--- config.mk ---
export PLATFORM = sky130hd
export DESIGN_NAME = unix_path_normalizer
export DESIGN_NICKNAME = d
export VERILOG_FILES = /design/src/hdl/upn_pkg.sv /design/src/hdl/upn_front.sv /design/src/hdl/upn_queue.sv /design/src/hdl/upn_back.sv /design/src/hdl/unix_path_normalizer.sv
export SDC_FILE = /design/constraint.sdc
export NUM_CORES = 2
export LEC_CHECK = 0
export BUFFER_PORTS_ARGS = -buffer_cell sky130_fd_sc_hd__buf_4
export CAP_MARGIN = 20
export CORE_ASPECT_RATIO = 1.4
export CORE_UTILIZATION = 56
export DETAILED_ROUTE_END_ITERATION = 10
export PLACE_DENSITY = 0.72
export SYNTH_ARGS = -nofsm -noshare
export SYNTH_HDL_FRONTEND = slang
export SYNTH_SLANG_ARGS = --single-unit
export TNS_END_PERCENT = 5
--- constraint.sdc ---
create_clock -name clk -period 16.4 [get_ports clk]
set_input_delay 0.82 -clock clk [delete_from_list [all_inputs] [get_ports clk]]
set_output_delay 0.82 -clock clk [all_outputs]
set_load 0.05 [all_outputs]
--- src/hdl/upn_pkg.sv ---
// Shared types and constants for the Unix path normalizer.
package upn_pkg;

	localparam int MAX_LEN_DEF = 256;
	localparam int MAX_SEG_DEF = 128;
	localparam int QUEUE_DEPTH = 2;

	localparam logic [1:0] CMD_CHAR = 2'd0;
	localparam logic [1:0] CMD_END  = 2'd1;
	localparam logic [1:0] CMD_READ = 2'd2;

	localparam logic [7:0] SLASH_CHAR = 8'h2F;
	localparam logic [7:0] DOT_CHAR   = 8'h2E;

	typedef enum logic [2:0] {
		OP_CHAR  = 3'd0,
		OP_DOT   = 3'd1,
		OP_SLASH = 3'd2,
		OP_END   = 3'd3,
		OP_READ  = 3'd4
	} op_kind_t;

	typedef struct packed {
		op_kind_t   kind;
		logic [7:0] ch;
	} op_t;

endpackage

--- src/hdl/upn_front.sv ---
// Front stage: accepts input items and classifies them into operations.
module upn_front (
	input  logic             clk,
	input  logic             arst_n,
	input  logic             s_tvalid,
	output logic             s_tready,
	input  logic [1:0]       s_tuser,   // [1:0] cmd
	input  logic [7:0]       s_tdata,   // [7:0] char_in
	output logic             op_valid,
	input  logic             op_ready,
	output upn_pkg::op_t     op
);
	import upn_pkg::*;

	logic valid_s1;
	op_t  op_s1;
	logic keep;
	op_t  cls;

	assign s_tready = !valid_s1 || op_ready;
	assign op_valid = valid_s1;
	assign op       = op_s1;

	always_comb begin
		keep    = 1'b1;
		cls.ch  = s_tdata;
		cls.kind = OP_CHAR;
		unique case (s_tuser)
			CMD_CHAR: begin
				if (s_tdata == SLASH_CHAR) begin
					cls.kind = OP_SLASH;
				end else if (s_tdata == DOT_CHAR) begin
					cls.kind = OP_DOT;
				end else begin
					cls.kind = OP_CHAR;
				end
			end
			CMD_END:  cls.kind = OP_END;
			CMD_READ: cls.kind = OP_READ;
			default:  keep = 1'b0;
		endcase
	end

	always_ff @(posedge clk or negedge arst_n) begin
		if (!arst_n) begin
			valid_s1 <= 1'b0;
		end else if (s_tready) begin
			valid_s1 <= s_tvalid && keep;
		end
	end

	always_ff @(posedge clk) begin
		if (s_tready && s_tvalid) begin
			op_s1 <= cls;
		end
	end

endmodule

--- src/hdl/upn_queue.sv ---
// Short operation queue between the front and back stages.
module upn_queue (
	input  logic         clk,
	input  logic         arst_n,
	input  logic         push_valid,
	output logic         push_ready,
	input  upn_pkg::op_t push_op,
	output logic         pop_valid,
	input  logic         pop_ready,
	output upn_pkg::op_t pop_op
);
	import upn_pkg::*;

	localparam int PW = (QUEUE_DEPTH > 1) ? $clog2(QUEUE_DEPTH) : 1;
	localparam int CW = $clog2(QUEUE_DEPTH + 1);

	op_t           slots_q [QUEUE_DEPTH];
	logic [PW-1:0] wr_ptr_q;
	logic [PW-1:0] rd_ptr_q;
	logic [CW-1:0] count_q;
	logic          push;
	logic          pop;

	assign push_ready = count_q != CW'(QUEUE_DEPTH);
	assign pop_valid  = count_q != '0;
	assign pop_op     = slots_q[rd_ptr_q];
	assign push       = push_valid && push_ready;
	assign pop        = pop_valid && pop_ready;

	always_ff @(posedge clk or negedge arst_n) begin
		if (!arst_n) begin
			wr_ptr_q <= '0;
			rd_ptr_q <= '0;
			count_q  <= '0;
		end else begin
			if (push) begin
				wr_ptr_q <= (wr_ptr_q == PW'(QUEUE_DEPTH - 1)) ? '0 : wr_ptr_q + PW'(1);
			end
			if (pop) begin
				rd_ptr_q <= (rd_ptr_q == PW'(QUEUE_DEPTH - 1)) ? '0 : rd_ptr_q + PW'(1);
			end
			if (push && !pop) begin
				count_q <= count_q + CW'(1);
			end else if (pop && !push) begin
				count_q <= count_q - CW'(1);
			end
		end
	end

	always_ff @(posedge clk) begin
		if (push) begin
			slots_q[wr_ptr_q] <= push_op;
		end
	end

endmodule

--- src/hdl/upn_back.sv ---
// Back stage: builds the canonical path in the result store and emits results.
module upn_back #(
	parameter int MAX_LEN      = upn_pkg::MAX_LEN_DEF,
	parameter int MAX_SEGMENTS = upn_pkg::MAX_SEG_DEF
) (
	input  logic         clk,
	input  logic         arst_n,
	input  logic         op_valid,
	output logic         op_ready,
	input  upn_pkg::op_t op,
	output logic         out_valid,
	input  logic         out_ready,
	output logic [7:0]   out_char,
	output logic         out_last,
	output logic [8:0]   out_length,
	output logic         out_overflow
);
	import upn_pkg::*;

	localparam int LW  = $clog2(MAX_LEN + 1);
	localparam int AW  = $clog2(MAX_LEN);
	localparam int DW  = $clog2(MAX_SEGMENTS + 1);
	localparam int SAW = $clog2(MAX_SEGMENTS);

	typedef enum logic [2:0] {
		B_IDLE = 3'b001,
		B_POP  = 3'b010,
		B_RD   = 3'b100
	} back_state_t;

	function automatic logic [LW-1:0] final_len(input logic [LW-1:0] l);
		return (l > LW'(1)) ? l - LW'(1) : LW'(1);
	endfunction

	back_state_t state_q, state_n;
	logic [LW-1:0] len_q, len_n;
	logic [LW-1:0] cur_q, cur_n;
	logic [DW-1:0] depth_q, depth_n;
	logic [1:0]    dot_q, dot_n;
	logic [LW-1:0] rp_q, rp_n;
	logic          fin_q, fin_n;
	logic          ovf_q, ovf_n;
	logic          end_pend_q, end_pend_n;
	logic          rd_zero_q, rd_zero_n;
	logic          rd_last_q, rd_last_n;

	logic          out_valid_q;
	logic [7:0]    out_char_q;
	logic          out_last_q;
	logic [8:0]    out_len_q;
	logic          out_ovf_q;
	logic          emit;
	logic [7:0]    emit_char;
	logic          emit_last;
	logic [8:0]    emit_len;
	logic          emit_ovf;

	logic [7:0]    store_mem [MAX_LEN];
	logic [7:0]    store_rd_q;
	logic          store_we;
	logic [AW-1:0] store_wa;
	logic [7:0]    store_wd;

	logic [LW-1:0] stack_mem [MAX_SEGMENTS];
	logic [LW-1:0] stack_rd_q;
	logic          stack_we;
	logic          stack_re;
	logic [SAW-1:0] stack_wa;
	logic [SAW-1:0] stack_ra;

	logic          take;
	logic          is_path;
	logic          fresh;
	logic [LW-1:0] len_e;
	logic [LW-1:0] cur_e;
	logic [DW-1:0] depth_e;
	logic [DW-1:0] depth_dec;
	logic [1:0]    dot_e;
	logic          ovf_e;
	logic [LW-1:0] fl;

	assign is_path  = (op.kind == OP_CHAR) || (op.kind == OP_DOT) || (op.kind == OP_SLASH);
	assign take     = (state_q == B_IDLE) && op_valid && (is_path || !out_valid_q);
	assign op_ready = take;
	assign fresh    = is_path && fin_q;

	// A path character after an end command starts a new path from reset values.
	assign len_e     = fresh ? LW'(1) : len_q;
	assign cur_e     = fresh ? LW'(1) : cur_q;
	assign depth_e   = fresh ? '0 : depth_q;
	assign dot_e     = fresh ? 2'd0 : dot_q;
	assign ovf_e     = fresh ? 1'b0 : ovf_q;
	assign fl        = final_len(len_q);
	assign depth_dec = depth_e - DW'(1);

	always_comb begin
		state_n    = state_q;
		len_n      = len_q;
		cur_n      = cur_q;
		depth_n    = depth_q;
		dot_n      = dot_q;
		rp_n       = rp_q;
		fin_n      = fin_q;
		ovf_n      = ovf_q;
		end_pend_n = end_pend_q;
		rd_zero_n  = rd_zero_q;
		rd_last_n  = rd_last_q;
		store_we   = 1'b0;
		store_wa   = len_e[AW-1:0];
		store_wd   = op.ch;
		stack_we   = 1'b0;
		stack_re   = 1'b0;
		stack_wa   = depth_e[SAW-1:0];
		stack_ra   = depth_dec[SAW-1:0];
		emit       = 1'b0;
		emit_char  = '0;
		emit_last  = 1'b0;
		emit_len   = '0;
		emit_ovf   = ovf_q;

		unique case (state_q)
			B_IDLE: begin
				if (take) begin
					if (is_path) begin
						len_n   = len_e;
						cur_n   = cur_e;
						depth_n = depth_e;
						dot_n   = dot_e;
						ovf_n   = ovf_e;
						if (fresh) begin
							rp_n  = '0;
							fin_n = 1'b0;
						end
					end
					case (op.kind)
						OP_CHAR, OP_DOT: begin
							if (len_e < LW'(MAX_LEN)) begin
								store_we = 1'b1;
								len_n    = len_e + LW'(1);
							end else begin
								ovf_n = 1'b1;
							end
							dot_n = (op.kind == OP_DOT && dot_e <= 2'd1) ? dot_e + 2'd1 : 2'd3;
						end
						OP_SLASH, OP_END: begin
							if (op.kind == OP_SLASH || !fin_q) begin
								dot_n = 2'd0;
								case (dot_e)
									2'd1: len_n = cur_e;
									2'd2: begin
										len_n = cur_e;
										if (depth_e != '0) begin
											depth_n    = depth_e - DW'(1);
											stack_re   = 1'b1;
											end_pend_n = op.kind == OP_END;
											state_n    = B_POP;
										end
									end
									2'd3: begin
										if (len_e >= LW'(MAX_LEN) ||
										    depth_e >= DW'(MAX_SEGMENTS)) begin
											ovf_n = 1'b1;
											len_n = cur_e;
										end else begin
											store_we = 1'b1;
											store_wd = SLASH_CHAR;
											len_n    = len_e + LW'(1);
											stack_we = 1'b1;
											depth_n  = depth_e + DW'(1);
											cur_n    = len_e + LW'(1);
										end
									end
									default: ;
								endcase
							end
							if (op.kind == OP_END && state_n == B_IDLE) begin
								fin_n    = 1'b1;
								if (!fin_q) begin
									rp_n = '0;
								end
								emit     = 1'b1;
								emit_len = 9'(final_len(len_n));
								emit_ovf = ovf_n;
							end
						end
						OP_READ: begin
							if (fin_q && rp_q < fl) begin
								rd_zero_n = rp_q == '0;
								rd_last_n = (rp_q + LW'(1)) == fl;
								rp_n      = rp_q + LW'(1);
								state_n   = B_RD;
							end
						end
						default: ;
					endcase
				end
			end
			B_POP: begin
				len_n   = stack_rd_q;
				cur_n   = stack_rd_q;
				state_n = B_IDLE;
				if (end_pend_q) begin
					fin_n    = 1'b1;
					rp_n     = '0;
					emit     = 1'b1;
					emit_len = 9'(final_len(stack_rd_q));
				end
			end
			B_RD: begin
				emit      = 1'b1;
				emit_char = rd_zero_q ? SLASH_CHAR : store_rd_q;
				emit_last = rd_last_q;
				state_n   = B_IDLE;
			end
			default: state_n = B_IDLE;
		endcase
	end

	always_ff @(posedge clk or negedge arst_n) begin
		if (!arst_n) begin
			state_q     <= B_IDLE;
			len_q       <= LW'(1);
			cur_q       <= LW'(1);
			depth_q     <= '0;
			dot_q       <= 2'd0;
			rp_q        <= '0;
			fin_q       <= 1'b0;
			ovf_q       <= 1'b0;
			end_pend_q  <= 1'b0;
			out_valid_q <= 1'b0;
		end else begin
			state_q    <= state_n;
			len_q      <= len_n;
			cur_q      <= cur_n;
			depth_q    <= depth_n;
			dot_q      <= dot_n;
			rp_q       <= rp_n;
			fin_q      <= fin_n;
			ovf_q      <= ovf_n;
			end_pend_q <= end_pend_n;
			if (emit) begin
				out_valid_q <= 1'b1;
			end else if (out_ready) begin
				out_valid_q <= 1'b0;
			end
		end
	end

	always_ff @(posedge clk) begin
		rd_zero_q <= rd_zero_n;
		rd_last_q <= rd_last_n;
		if (emit) begin
			out_char_q <= emit_char;
			out_last_q <= emit_last;
			out_len_q  <= emit_len;
			out_ovf_q  <= emit_ovf;
		end
	end

	always_ff @(posedge clk) begin
		if (store_we) begin
			store_mem[store_wa] <= store_wd;
		end
		store_rd_q <= store_mem[rp_q[AW-1:0]];
	end

	always_ff @(posedge clk) begin
		if (stack_we) begin
			stack_mem[stack_wa] <= cur_e;
		end
		if (stack_re) begin
			stack_rd_q <= stack_mem[stack_ra];
		end
	end

	assign out_valid    = out_valid_q;
	assign out_char     = out_char_q;
	assign out_last     = out_last_q;
	assign out_length   = out_len_q;
	assign out_overflow = out_ovf_q;

endmodule

--- src/hdl/unix_path_normalizer.sv ---
// Top level of the Unix absolute path normalizer.
//
// The block takes an absolute Unix path one character per item and builds
// its canonical form: runs of slashes collapse, "." segments vanish and ".."
// removes the previous segment (at the root it does nothing). An end item
// closes the path and returns its length and the overflow flag; read items
// then return the canonical path one character each, with tlast on the final
// character. A path character arriving after an end item starts a new path.
// A front stage registers and classifies each item, a two-entry queue holds
// the classified operations, and the back stage carries them out against the
// result store and the segment-start stack. The back stage finishes a plain
// path character or slash in the B_IDLE state; a ".." that pops the segment
// stack also passes through B_POP for the registered stack read, and a read
// item passes through B_RD for the registered result store read. An item that
// returns a result starts only once the output register is empty, which it is
// again after the sink takes the previous result, so a read cannot start
// before the result of the one before it has been taken, and a stalled sink
// holds reads back further. Items with cmd 3 are discarded in the front stage.
// No clearing pass is needed after reset.
module unix_path_normalizer #(
	parameter int MAX_LEN      = upn_pkg::MAX_LEN_DEF,
	parameter int MAX_SEGMENTS = upn_pkg::MAX_SEG_DEF
) (
	input  logic        clk,
	input  logic        arst_n,
	input  logic        s_tvalid,
	output logic        s_tready,
	input  logic [1:0]  s_tuser,   // [1:0] cmd
	input  logic [7:0]  s_tdata,   // [7:0] char_in
	output logic        m_tvalid,
	input  logic        m_tready,
	output logic [23:0] m_tdata,   // [7:0] out_char, [16:8] out_length, [17] overflow
	output logic        m_tlast    // out_last
);
	import upn_pkg::*;

	op_t        front_op;
	logic       front_valid;
	logic       front_ready;
	op_t        back_op;
	logic       back_valid;
	logic       back_ready;
	logic [7:0] out_char;
	logic [8:0] out_length;
	logic       out_overflow;

	// Front stage: registers the item and turns it into an operation.
	upn_front u_front (
		.clk      (clk),
		.arst_n   (arst_n),
		.s_tvalid (s_tvalid),
		.s_tready (s_tready),
		.s_tuser  (s_tuser),
		.s_tdata  (s_tdata),
		.op_valid (front_valid),
		.op_ready (front_ready),
		.op       (front_op)
	);

	// The queue lets the front keep accepting while the back waits on memory
	// or on the sink.
	upn_queue u_queue (
		.clk        (clk),
		.arst_n     (arst_n),
		.push_valid (front_valid),
		.push_ready (front_ready),
		.push_op    (front_op),
		.pop_valid  (back_valid),
		.pop_ready  (back_ready),
		.pop_op     (back_op)
	);

	upn_back #(
		.MAX_LEN      (MAX_LEN),
		.MAX_SEGMENTS (MAX_SEGMENTS)
	) u_back (
		.clk          (clk),
		.arst_n       (arst_n),
		.op_valid     (back_valid),
		.op_ready     (back_ready),
		.op           (back_op),
		.out_valid    (m_tvalid),
		.out_ready    (m_tready),
		.out_char     (out_char),
		.out_last     (m_tlast),
		.out_length   (out_length),
		.out_overflow (out_overflow)
	);

	// Result fields packed from the lowest bit up, padded to whole bytes.
	assign m_tdata = {6'd0, out_overflow, out_length, out_char};

endmodule

==> results.json <==
{
  "area_growth_syn_to_layout_pct": 10.4,
  "timing.final.crit_share_pct": 42.3,
  "power_frac_comb_pct": 25.6,
  "insertion_delay_ns": 0.88,
  "synthFlopType": "edfxtp_1",
  "worst_slew_pin_slew_ns": 1.56,
  "drv_slew": 68,
  "violations": "slew limit",
  "finalWorstSetupSlack_ns": 9.46,
  "htreeDepth": 5,
  "hold-worst-slack_ns": 0.0299,
  "ctsHoldBuffers": 0,
  "fin_nets": 7062,
  "grt_max_degree": 213,
  "grtUsageTotal_pct": 28.5,
  "ioPinCount": 41,
  "grt_pass1_vias": 69600,
  "cp_max_fo": 93,
  "cts.sinks": 3320,
  "setup_violations": 0,
  "fp.dieW_um": 414,
  "reg2regPathDepth": 12,
  "ys_seq_area_share_pct": 74.8,
  "internal-power_w": 0.0163,
  "cts_buffers": 310,
  "synth_edf_count": 3263,
  "die_area_um2": 239000,
  "path_class": "flip-flop to flip-flop",
  "status": "complete, but fails checks",
  "fin_crit_ns": 6.94,
  "gp_congestion": 0.967,
  "fill_cells": 16100,
  "post_cts_buffers": 0,
  "initial_core_util_pct": 56.3,
  "grt-ovfl-total": 0,
  "stdcell_area_um2": 147000,
  "io_buffer_count": 34,
  "final_common_cell": "edfxtp_1",
  "drc": 0,
  "utilization_pct": 62.1,
  "fin_skew_ns": 0.0557,
  "power.leakage_nw": 45.4,
  "antenna_left": 0,
  "layout_common_cells": "edfxtp_1 (3,263), mux4_2 (810), nor2_1 (513)",
  "ys.warnings.count": 0,
  "grt_setup_unrepaired": "false",
  "wire_per_inst_um": 32.8,
  "clockBufferDepth": 4,
  "hpwl_mm": 206,
  "cts_root_buf": "clkbuf_16",
  "antenna_found_initial": 9,
  "grt_first_pass_wirelength_mm": 491,
  "p_sw_w": 0.00735,
  "dr.first_iter.drc_count": 8861,
  "finalSetupTns_ns": 0,
  "synthArstFlopShare_pct": 1.48,
  "drive_gt1_share_pct": 21.5,
  "dr.pass1.iters": 6,
  "fp.coreArea_um2": 236000,
  "dp_slack_ns": 9.64,
  "vias": 69600,
  "setup.worst_path.start_class": "flip-flop",
  "required_ns": 16.92,
  "worstPathArrival_ns": 7.45,
  "end_kind": "flip-flop",
  "hold_class": "input pin to asynchronous set/reset pin",
  "die_y_um": 578,
  "postPlaceCellArea_um2": 137000,
  "power.density_nw_per_um2": 161,
  "syn_inst": 6955,
  "switching_share_pct": 31.1,
  "drv_cap": 0,
  "yosys_register_bits": 3320,
  "hold_viol": 0,
  "fmaxAchievable_mhz": 144,
  "yosysUniqueCellTypes": 89,
  "slew_headroom_pct": -4.12,
  "core.rowCount": 211,
  "clockPowerShare_pct": 30.3,
  "power_frac_seq_pct": 44.1,
  "synth_area_um2": 133000,
  "clk_pin_slew_ns": 0.06,
  "syn_area_per_cell_um2": 19.1,
  "ir_drop_mv": 0.253,
  "cts_resized": 0,
  "cts_tree": "yes",
  "wirelength_mm": 340,
  "viasPerCell": 6.73
}
==> per-stage QoR <==
stage	power (W)	std cells
final	0.0236	10300
after global routing	0.0243	10300
after floorplan	0.0145	6960
after CTS	0.0236	10300
after detailed placement	0.0166	9787
after global placement	0.0164	9775
==> synth_stat cells (24+ instances only) <==
cell / instances / area [um^2]
nor3_1: 141 / 706
or3_1: 40 / 250
nand3_1: 79 / 395
nor2_1: 518 / 1940
nand2_1: 502 / 1880
dfrtp_1: 46 / 1150
mux2i_1: 118 / 1180
buf_1: 93 / 349
mux2_2: 27 / 304
o32ai_1: 33 / 289
and2_1: 30 / 188
nor4_1: 24 / 150
ha_1: 29 / 363
a211oi_1: 51 / 383
inv_1: 27 / 101
o21ai_0: 110 / 551
edfxtp_1: 3263 / 98000
a21oi_1: 127 / 636
xnor2_1: 27 / 236
clkbuf_1: 230 / 863
o22ai_1: 72 / 450
a31oi_1: 66 / 413
mux4_2: 810 / 18200
a22oi_1: 32 / 240
buf_2: 84 / 420
nor2b_1: 24 / 150
==> sequential cells by signal, summed over array words and instances, names as in the netlist, 9 cells and up <==
signal and flops:
u_back.rp_q 9, u_back.cur_q 9, u_back.len_q 9, u_queue.slots_q 22, u_back.out_length 9, u_back.stack_mem 1152
u_front.op 11, u_back.store_mem 2048, u_back.stack_rd_q 9
==> logic make-up after synthesis <==
family                     count (synthesis)  share of synthesized area, %
DFF                                     3320                          74.8
adders and majority gates                 29                         0.273
xor gates and xnor gates                  43                         0.284
other                                      1                       0.00282
muxes                                    955                          14.9
buffers and inverters                    467                          1.49
AOI/OAI and AO/OA                        682                          3.48
and+or+nand+nor                         1458                          4.81
==> path summary, 6_finish.rpt <==
kind                       slack, ns              from                        to
min in group clk                0.19        s_tdata[2]             u_front.op[2]
min reg2reg                     0.46     u_front.op[6]     u_queue.slots_q[0][6]
max                             9.46  u_queue.rd_ptr_q  u_back.store_mem[183][5]
min                             0.03            arst_n            u_back.rp_q[4]
max in group asynchronous      15.76            arst_n            u_back.rp_q[0]
max reg2reg                     9.46  u_queue.rd_ptr_q  u_back.store_mem[183][5]
==> worst max-delay path, cell delays in order, from the launching register on <==
cell and delay [ns]:
dfrtp_1 0.97, o32ai_2 0.33, buf_4 0.25, o21ai_4 0.44, nand2_1 0.19, inv_1 0.10, ha_1 0.55, nand3_1 0.24
a21oi_2 0.30, nand2_1 0.41, nand2_4 0.73, buf_4 0.89, buf_4 0.86
==> cell type report <==
type / count / area (um^2) / area share [%]
Sequential cell: 3320 / 99400 / 67.8
Multi-Input combinational cell: 3173 / 31800 / 21.7
Clock buffer: 364 / 8150 / 5.56
Tap cell: 3088 / 3860 / 2.63
Clock inverter: 181 / 1740 / 1.19
Timing Repair Buffer: 181 / 1610 / 1.10
Inverter: 33 / 139 / 0.0947
Antenna cell: 1 / 2.50 / 0.00171
==> per-layer routing <==
| metal | global-route usage (%) | share of wire [%] | vias up |
|---|---|---|---|
| met4 | 14.2 | 5.8 | 8 |
| met1 | 36.7 | 35 | 36200 |
| met3 | 4.87 | 8.9 | 790 |
| met5 | 0 | 0.015 | - |
| met2 | 47.3 | 50 | 4051 |
| li1 | - | - | 28500 |
==> power groups by stage <==
stage	sequential, W	clock, W	combinational, W
2_1_floorplan	0.0108	0	0.00374
3_3_place_gp	0.0106	0	0.00584
3_5_place_dp	0.0106	0	0.00597
4_1_cts	0.0104	0.00721	0.00599
5_1_grt	0.0104	0.00752	0.00632
6_report	0.0104	0.00715	0.00605
Power figures use the tool's default switching activity.
